--- src/rtl/core/assert_macros.svh ---
// Assertion macros shared by the dispatcher RTL.
`ifndef ASSERT_MACROS_SVH
`define ASSERT_MACROS_SVH

// Checks that the consequent holds in the same cycle as the antecedent.
`define RRTD_ASSERT_SAME(label, ante, cons) \
  label: assert property (@(posedge clk) disable iff (!rst_n) (ante) |-> (cons)) \
    else $error("same-cycle check failed");

// Checks that the consequent holds in the cycle after the antecedent.
`define RRTD_ASSERT_NEXT(label, ante, cons) \
  label: assert property (@(posedge clk) disable iff (!rst_n) (ante) |=> (cons)) \
    else $error("next-cycle check failed");

`endif

--- src/rtl/core/rrtd_pkg.sv ---
// Shared types and codes for the round-robin task dispatcher.
package rrtd_pkg;

  localparam int FUNC_W = 2;
  localparam int ST_W   = 2;
  localparam int ID_W   = 6;

  typedef enum logic [FUNC_W-1:0] {
    FN_ADD      = 2'd0,
    FN_DEL      = 2'd1,
    FN_READY    = 2'd2,
    FN_DISPATCH = 2'd3
  } func_t;

  typedef enum logic [ST_W-1:0] {
    ST_OK   = 2'd0,
    ST_FULL = 2'd1,
    ST_BAD  = 2'd2,
    ST_IDLE = 2'd3
  } status_t;

  typedef enum logic [2:0] {
    S_IDLE = 3'b001,
    S_SCAN = 3'b010,
    S_EMIT = 3'b100
  } state_t;

  typedef struct packed {
    logic busy;
    logic done;
    logic hit;
  } scan_rsp_t;

endpackage

--- src/rtl/core/round_robin_task_dispatcher.sv ---
// Round-robin task dispatcher top level: slot table, sequencer and output register.
// Delete, set-ready and immediate errors skip the scanner and reach the output via S_EMIT.
// Add and dispatch scan one slot per cycle in a shared scanner.
// A new beat is taken once the previous result has moved into the output register,
// so beats never overlap, and an output stall also holds off the next beat.
// Synchronous active-low reset empties the table and sets the last served slot to 0.
module round_robin_task_dispatcher #(
  parameter int TASK_SLOTS = 32
) (
  input  logic                        clk,
  input  logic                        rst_n,
  input  logic                        in_valid,
  output logic                        in_stall,
  input  logic [rrtd_pkg::FUNC_W-1:0] in_func,
  input  logic [rrtd_pkg::ID_W-1:0]   in_task_id,
  output logic                        out_valid,
  input  logic                        out_stall,
  output logic [rrtd_pkg::ST_W-1:0]   out_status,
  output logic [rrtd_pkg::ID_W-1:0]   out_result_id
);
  import rrtd_pkg::*;
  `include "assert_macros.svh"

  localparam int IDX_W = (TASK_SLOTS > 1) ? $clog2(TASK_SLOTS) : 1;
  localparam logic [IDX_W-1:0] LAST_IDX = IDX_W'(TASK_SLOTS - 1);
  localparam logic [ID_W-1:0]  SLOTS_ID = ID_W'(TASK_SLOTS);

  state_t                 state_r, state_nxt;
  logic [TASK_SLOTS-1:0]  occ_r, occ_nxt;
  logic [TASK_SLOTS-1:0]  rdy_r, rdy_nxt;
  logic [IDX_W-1:0]       last_r, last_nxt;
  func_t                  op_r, op_nxt;
  status_t                res_status_r, res_status_nxt;
  logic [ID_W-1:0]        res_id_r, res_id_nxt;
  logic                   out_valid_r, out_valid_nxt;
  status_t                out_status_r, out_status_nxt;
  logic [ID_W-1:0]        out_id_r, out_id_nxt;

  func_t                  func_c;
  logic                   id_bad;
  logic [ID_W-1:0]        id_dec;
  logic [IDX_W-1:0]       id_idx;
  logic                   scan_load;
  logic [IDX_W-1:0]       scan_start;
  logic [TASK_SLOTS-1:0]  scan_mask;
  scan_rsp_t              scan_rsp;
  logic [IDX_W-1:0]       scan_idx;

  assign in_stall      = (state_r != S_IDLE);
  assign out_valid     = out_valid_r;
  assign out_status    = out_status_r;
  assign out_result_id = out_id_r;

  assign func_c    = func_t'(in_func);
  assign id_bad    = (in_task_id == '0) || (in_task_id > SLOTS_ID);
  assign id_dec    = in_task_id - ID_W'(1);
  assign id_idx    = id_dec[IDX_W-1:0];
  assign scan_mask = (op_r == FN_ADD) ? ~occ_r : rdy_r;

  rrtd_scan #(
    .SLOTS (TASK_SLOTS),
    .IDX_W (IDX_W)
  ) u_scan (
    .clk     (clk),
    .rst_n   (rst_n),
    .load_i  (scan_load),
    .start_i (scan_start),
    .mask_i  (scan_mask),
    .rsp_o   (scan_rsp),
    .idx_o   (scan_idx)
  );

  always_comb begin
    state_nxt      = state_r;
    occ_nxt        = occ_r;
    rdy_nxt        = rdy_r;
    last_nxt       = last_r;
    op_nxt         = op_r;
    res_status_nxt = res_status_r;
    res_id_nxt     = res_id_r;
    out_valid_nxt  = out_valid_r && out_stall;
    out_status_nxt = out_status_r;
    out_id_nxt     = out_id_r;
    scan_load      = 1'b0;
    scan_start     = '0;

    unique case (state_r)
      S_IDLE: begin
        if (in_valid) begin
          unique case (func_c)
            FN_ADD: begin
              if (&occ_r) begin
                res_status_nxt = ST_FULL;
                res_id_nxt     = '0;
                state_nxt      = S_EMIT;
              end else begin
                scan_load  = 1'b1;
                scan_start = '0;
                op_nxt     = FN_ADD;
                state_nxt  = S_SCAN;
              end
            end
            FN_DEL, FN_READY: begin
              res_id_nxt = '0;
              state_nxt  = S_EMIT;
              if (id_bad || !occ_r[id_idx]) begin
                res_status_nxt = ST_BAD;
              end else begin
                res_status_nxt = ST_OK;
                if (func_c == FN_DEL) begin
                  occ_nxt[id_idx] = 1'b0;
                  rdy_nxt[id_idx] = 1'b0;
                end else begin
                  rdy_nxt[id_idx] = 1'b1;
                end
              end
            end
            FN_DISPATCH: begin
              if (rdy_r == '0) begin
                res_status_nxt = ST_IDLE;
                res_id_nxt     = '0;
                state_nxt      = S_EMIT;
              end else begin
                scan_load  = 1'b1;
                scan_start = (last_r == LAST_IDX) ? '0 : last_r + IDX_W'(1);
                op_nxt     = FN_DISPATCH;
                state_nxt  = S_SCAN;
              end
            end
            default: state_nxt = S_IDLE;
          endcase
        end
      end
      S_SCAN: begin
        if (scan_rsp.done) begin
          state_nxt = S_EMIT;
          if (scan_rsp.hit) begin
            res_status_nxt = ST_OK;
            res_id_nxt     = ID_W'(scan_idx) + ID_W'(1);
            rdy_nxt[scan_idx] = 1'b0;
            if (op_r == FN_ADD) begin
              occ_nxt[scan_idx] = 1'b1;
            end else begin
              last_nxt = scan_idx;
            end
          end else begin
            res_status_nxt = (op_r == FN_ADD) ? ST_FULL : ST_IDLE;
            res_id_nxt     = '0;
          end
        end
      end
      S_EMIT: begin
        if (!out_valid_r || !out_stall) begin
          out_valid_nxt  = 1'b1;
          out_status_nxt = res_status_r;
          out_id_nxt     = res_id_r;
          state_nxt      = S_IDLE;
        end
      end
      default: state_nxt = S_IDLE;
    endcase
  end

  always_ff @(posedge clk) begin
    if (!rst_n) begin
      state_r     <= S_IDLE;
      occ_r       <= '0;
      rdy_r       <= '0;
      last_r      <= '0;
      out_valid_r <= 1'b0;
    end else begin
      state_r     <= state_nxt;
      occ_r       <= occ_nxt;
      rdy_r       <= rdy_nxt;
      last_r      <= last_nxt;
      out_valid_r <= out_valid_nxt;
    end
  end

  always_ff @(posedge clk) begin
    op_r         <= op_nxt;
    res_status_r <= res_status_nxt;
    res_id_r     <= res_id_nxt;
    out_status_r <= out_status_nxt;
    out_id_r     <= out_id_nxt;
  end

  `RRTD_ASSERT_SAME(a_ready_subset_occ, 1'b1, (rdy_r & ~occ_r) == '0)
  `RRTD_ASSERT_SAME(a_scan_always_hits, state_r == S_SCAN && scan_rsp.done, scan_rsp.hit)
  `RRTD_ASSERT_SAME(a_err_has_zero_id, out_valid_r && out_status_r != ST_OK, out_id_r == '0)
  `RRTD_ASSERT_NEXT(a_scan_busy_after_load, scan_load, scan_rsp.busy && state_r == S_SCAN)

endmodule

--- src/rtl/core/rrtd_scan.sv ---
// Shared slot scanner that tests one mask bit per cycle with wrap-around.
module rrtd_scan #(
  parameter int SLOTS = 32,
  parameter int IDX_W = 5
) (
  input  logic                 clk,
  input  logic                 rst_n,
  input  logic                 load_i,
  input  logic [IDX_W-1:0]     start_i,
  input  logic [SLOTS-1:0]     mask_i,
  output rrtd_pkg::scan_rsp_t  rsp_o,
  output logic [IDX_W-1:0]     idx_o
);
  import rrtd_pkg::*;

  localparam int CNT_W = $clog2(SLOTS + 1);
  localparam logic [IDX_W-1:0] LAST_IDX = IDX_W'(SLOTS - 1);

  logic             busy_r, busy_nxt;
  logic [IDX_W-1:0] idx_r, idx_nxt;
  logic [CNT_W-1:0] cnt_r, cnt_nxt;
  logic             cur_bit;
  logic             last_step;

  assign cur_bit   = mask_i[idx_r];
  assign last_step = (cnt_r == CNT_W'(1));

  assign rsp_o.busy = busy_r;
  assign rsp_o.hit  = busy_r && cur_bit;
  assign rsp_o.done = busy_r && (cur_bit || last_step);
  assign idx_o      = idx_r;

  always_comb begin
    busy_nxt = busy_r;
    idx_nxt  = idx_r;
    cnt_nxt  = cnt_r;
    if (load_i) begin
      busy_nxt = 1'b1;
      idx_nxt  = start_i;
      cnt_nxt  = CNT_W'(SLOTS);
    end else if (busy_r) begin
      if (rsp_o.done) begin
        busy_nxt = 1'b0;
      end else begin
        idx_nxt = (idx_r == LAST_IDX) ? '0 : idx_r + IDX_W'(1);
        cnt_nxt = cnt_r - CNT_W'(1);
      end
    end
  end

  always_ff @(posedge clk) begin
    if (!rst_n) begin
      busy_r <= 1'b0;
    end else begin
      busy_r <= busy_nxt;
    end
  end

  always_ff @(posedge clk) begin
    idx_r <= idx_nxt;
    cnt_r <= cnt_nxt;
  end

endmodule
--- config.mk ---
export PLATFORM = sky130hd
export DESIGN_NAME = round_robin_task_dispatcher
export DESIGN_NICKNAME = d
export VERILOG_FILES = /design/src/rtl/core/rrtd_pkg.sv /design/src/rtl/core/round_robin_task_dispatcher.sv /design/src/rtl/core/rrtd_scan.sv
export VERILOG_INCLUDE_DIRS = /design/src /design/src/rtl/core
export SDC_FILE = /design/constraint.sdc
export NUM_CORES = 1
export LEC_CHECK = 0
export BUFFER_PORTS_ARGS = -buffer_cell sky130_fd_sc_hd__buf_2
export CAP_MARGIN = 15
export CORE_ASPECT_RATIO = 0.6
export CORE_MARGIN = 1
export CORE_UTILIZATION = 40
export CTS_CLUSTER_SIZE = 14
export DETAILED_ROUTE_END_ITERATION = 8
export GPL_ROUTABILITY_DRIVEN = 0
export PLACE_DENSITY_LB_ADDON = 0.08
export SLEW_MARGIN = 20
export SYNTH_ARGS = -nofsm -noshare
export SYNTH_HDL_FRONTEND = slang
export SYNTH_SLANG_ARGS = --single-unit
--- constraint.sdc ---
create_clock -name clk -period 4.17 [get_ports clk]
set_clock_uncertainty 0.2 [all_clocks]
set_input_delay 0.2085 -clock clk [delete_from_list [all_inputs] [get_ports clk]]
set_output_delay 0.2085 -clock clk [all_outputs]
set_load 0.01 [all_outputs]
### After elaboration in Yosys (flattened, before gate mapping)

Cells that the tools add are included.
W data, S select, Z words.

* bits in registers: 103
* output and inout port bits: 10

* $lt $le $gt $ge: 5
* $add $sub $neg: 5
* eq/ne operators: 23
* reductions and logical operators: 30
* muxes and demuxes: 69
* bitwise gates (word level): 10

Operator list (count)
* $mux W32: 14
* $pmux W32 S2: 2
* $and A32 B32 Y32: 3
* $not A32 Y32: 3
* $or A32 B32 Y32: 2
* $mux W5: 9
* $logic_not A32 Y1: 1
* $reduce_and A32 Y1: 1
* $mux W6: 5
* $ne A2 B2 Y1 const B: 10
* $mux W2: 9
* $pmux W3 S3: 2
* $pmux W6 S3: 1
* $mux W3: 5
* $mux W1: 13
* $lt A5 B6 Y1 const B: 2
* $pmux W6 S2: 1
* $add A5 B1 Y5 const B: 2
* $bmux W1 S5: 2
* $demux W1 S5: 2
* $eq A5 B5 Y1 const B: 2
* $ge A5 B1 Y1 const B: 2
* $reduce_and A5 Y1: 2
* $pmux W2 S2: 2
* 28 further kinds: 45

### Depth between registers and ports, before layout

* depth after elaboration: 12
* mapped depth: 14

### Cells and area by module

From an unflattened synthesis, not the netlist that was laid out.

* cell total of the unflattened synthesis: 900
* area total of the unflattened synthesis: 7483.4 um2

Modules (own cells, without submodules)
* round_robin_task_dispatcher: area each 6496.2 um2, instances 1, cells each 794
* rrtd_scan: area each 987.2 um2, instances 1, cells each 106

### Worst setup path before layout

Ideal clock, no wire load.

* kind: input port to flip-flop
* from: input port in_task_id[0] (netlist bit)
* to: register occ_r[15]
* path buffers: 2
* arrival time: 2632 ps
* setup slack: 1220 ps
* stages: 11
* path through: buf_4 > inv_1 > ha_1 > buf_2 > mux4_2 > o21ba_2 > a2111o_1 > nor4_4 > and2_1 > nand2_1 > a32o_1

* longest elaborated chain between the ends: 12
* elaborated cells between the ends (all ways): 22

RTL lines
* start: declaration: RTL line round_robin_task_dispatcher.sv:15 `input logic [rrtd_pkg::ID_W-1:0] in_task_id,`
* $sub A5 B1 Y5: RTL line round_robin_task_dispatcher.sv:56 `assign id_dec = in_task_id - ID_W'(1);`
* $lt A5 B6 Y1 (not written as such) / $ge A5 B1 Y1 (equally long branches): RTL line round_robin_task_dispatcher.sv:111 `occ_nxt[id_idx] = 1'b0;`
* $logic_and A1 B1 Y1 (not written as such): RTL line round_robin_task_dispatcher.sv:111
* $mux W1 (not written as such): RTL line round_robin_task_dispatcher.sv:111
* $demux W1 S5: RTL line round_robin_task_dispatcher.sv:111
* $not A32 Y32 (no source line)
* $and A32 B32 Y32 (no source line)
* $mux W32: RTL line round_robin_task_dispatcher.sv:110 `if (func_c == FN_DEL) begin`
* $mux W32: RTL line round_robin_task_dispatcher.sv:106 `if (id_bad || !occ_r[id_idx]) begin`
* $mux W32: RTL line round_robin_task_dispatcher.sv:90 `unique case (func_c)`
* $mux W32: RTL line round_robin_task_dispatcher.sv:89 `if (in_valid) begin`
* $pmux W32 S2: RTL line round_robin_task_dispatcher.sv:87 `unique case (state_r)`
* end signal: assignment: RTL line round_robin_task_dispatcher.sv:173 `occ_r <= occ_nxt;`
* end: declaration: RTL line round_robin_task_dispatcher.sv:29 `logic [TASK_SLOTS-1:0] occ_r, occ_nxt;`

Several ways; a longest one is shown, not always the timed one. The select of a mux whose other input is x is not followed.
A chain may end at the register's enable or synchronous reset.

==> reports/results.ini <==
[routing]
wirelength_mm = 23.0
vias_per_cell = 6.48
drc_errors = 1
via_count = 6286
routedWlPerCell_um = 23.7
dr.pass1.iters = 9
drt_iter0_drc = 733
postRouteAntennaNets = 0

[yosys]
syn_area_mm2 = 0.00647
ys_ff_latch = 102
synth_edf_count = 22
ys.flop_type = dfxtp_1
ys_top_cells_by_area = dfxtp_1 25%, edfxtp_1 10%, a21oi_1 8.2%, o221a_1 4.5%, nand2_1 4.4%
yosys.area.top_type = dfxtp_1
synth_area_per_cell_um2 = 8.38
syn_nets = 802
async_flop_share_pct = 0
yosysWarnings = 0
synth.top_cell.area_share_pct = 24.8
synthDistinctLibCells = 69
netlist_instances = 772
yosysSeqAreaShare_pct = 35.0

[status]
violations = DRC
run_status = finished with violations

[final_layout]
nNetsFinal = 792
post-route-util_pct = 45.0
layout-drive-gt1-share_pct = 11.5
areaGrowthSynthToFinish_pct = 8.45
final_cells = 970
diodes = 0

[floorplan]
die_x_um = 166
initial_utilization_pct = 41.5
core_area_mm2 = 0.0156
dieHeight_um = 101
placementRows = 35
fp.dieArea_mm2 = 0.0167
pin_count = 22

[cts]
clkTransAtPathRegs_ns = 0.07
cts_buffers = 9
cts_tree = yes
clock_path_buffers = 2
ctsRootBufferMaster = clkbuf_16
post_cts_buffers = 0
cts_max_level = 3
clk-insertion-delay-late_ns = 0.36
clock-sinks = 102

[setup_path]
worstSetupEndpointType = register
critPathArrivalTime_ns = 3.93
critPathRequiredTime_ns = 4.22
worstReg2RegStart = op_r[0]
critPathLaunch = op_r[0]
crit_type = register to register
cp_max_fo = 64
reg2regPathDepth = 10
cp-start-kind = register

[power]
p_leak_nw = 2.35
vdd_ir_drop_max_mv = 0.192
power.density_mw_per_mm2 = 334
power_mw = 2.35

[timing]
min_period_ns = 3.88
fmax_mhz = 258
fin_ws_ns = 0.291
hold_violations = 0
final_max_slew_viol_count = 0
final.period_utilization_pct = 93.0
worst_pin_slew_ns = 1.24
tns_ns = 0
setup_violations = 0
rsz0062_at_grt = no
relSlewSlack_pct = 17.0

[grt]
grt-ovfl-total = 0
grt_antenna_before_repair = 0
first_global_vias = 5940
grt_use_total_pct = 28.2
grt_pass1_wl_mm = 35.4
grt_max_degree = 65

[placed_design]
dp_hpwl_mm = 16.5
io_buffers = 21
place_ws_ns = 0.434
dpl.cell_count = 953

[job]
drv_cap = 0

[min_path]
min_from = in_func[1]
min_path_cells = 2
worst_hold_path_type = primary input to register

layout make-up:
| class | instances | area (um^2) |
|---|---|---|
| Clock buffer | 9 | 225 |
| Clock inverter | 7 | 95.1 |
| Fill cell | 1528 | 8570 |
| Inverter | 20 | 75.1 |
| Multi-Input combinational cell | 590 | 3850 |
| Sequential cell | 102 | 2260 |
| Tap cell | 203 | 254 |
| Timing Repair Buffer | 39 | 255 |
cells in the final DEF, fill, tap and decap left out, types with 21 or more instances in the layout:
cell type	count
a21oi_1	106
dfxtp_1	80
nand2_1	76
nor2_1	70
o211ai_1	36
o21ai_0	31
o221a_1	26
nand2b_1	24
edfxtp_1	22
buf_2	21
path summary, 6_finish.rpt:
check | endpoint | slack (ns)
worst max-delay path | register | 0.29
worst min-delay path | op_r[0] | 0.09
worst max register to register | register | 0.29
worst min register to register | out_status[0] | 0.22
cell usage after synthesis, drive strengths merged, types with 5 or more instances:
cell	number
clkbuf	33
nand3	5
a21boi	12
o211ai	36
a211oi	8
nor2b	20
nor3	7
nor4	11
dfxtp	80
nand2	76
o22ai	8
nor2	72
xor2	5
nand2b	24
inv	19
a21oi	106
nand4	20
and3	8
edfxtp	22
o21ai	36
o31a	5
mux4	9
buf	27
ha	18
mux2i	8
and2	8
or2	6
o221a	30
critical path, stage by stage, from the launching register on:
cell and delay (ns):
edfxtp_1 0.98, clkinv_1 0.31, buf_4 0.26, o211ai_1 0.35
o2111ai_1 0.17, nand4_1 0.25, or3_4 0.32, a21boi_4 0.25
buf_12 0.29, a21oi_1 0.09, o221a_2 0.28
logic make-up after synthesis:
group / synth area share [%]
adders and majority gates: 3.48
buffers and inverters: 5.70
xor gates and xnor gates: 1.22
AOI/OAI and AO/OA: 28.3
muxes: 4.72
DFF: 35.0
and+or+nand+nor: 21.7
metal layers:
metal	global-route usage (%)	share of wire [%]
met1	40.7	47
met2	38.9	39
met3	10.2	13
met4	7.48	1.7
met5	0	0
power by group:
| part | switching, mW | total, mW | internal (mW) |
|---|---|---|---|
| Combinational | 0.200 | 0.311 | 0.111 |
| Sequential | 0.0402 | 1.09 | 1.05 |
| Clock | 0.416 | 0.946 | 0.530 |
stage by stage:
| stage | hold slack (ns) | area, um^2 |
|---|---|---|
| floorplan | 0.177 | 6470 |
| global placement | 0.203 | 6690 |
| global route | 0.113 | 7020 |
| CTS | 0.0873 | 7020 |
| detailed placement | 0.208 | 6690 |
| finish | 0.0934 | 7020 |
what timing repair did:
action / CTS / global route
hold endpoints to repair: 1 / 0
hold buffers: 1 / 0
resized for setup: 0 / 0
Power figures use the tool's default switching activity.
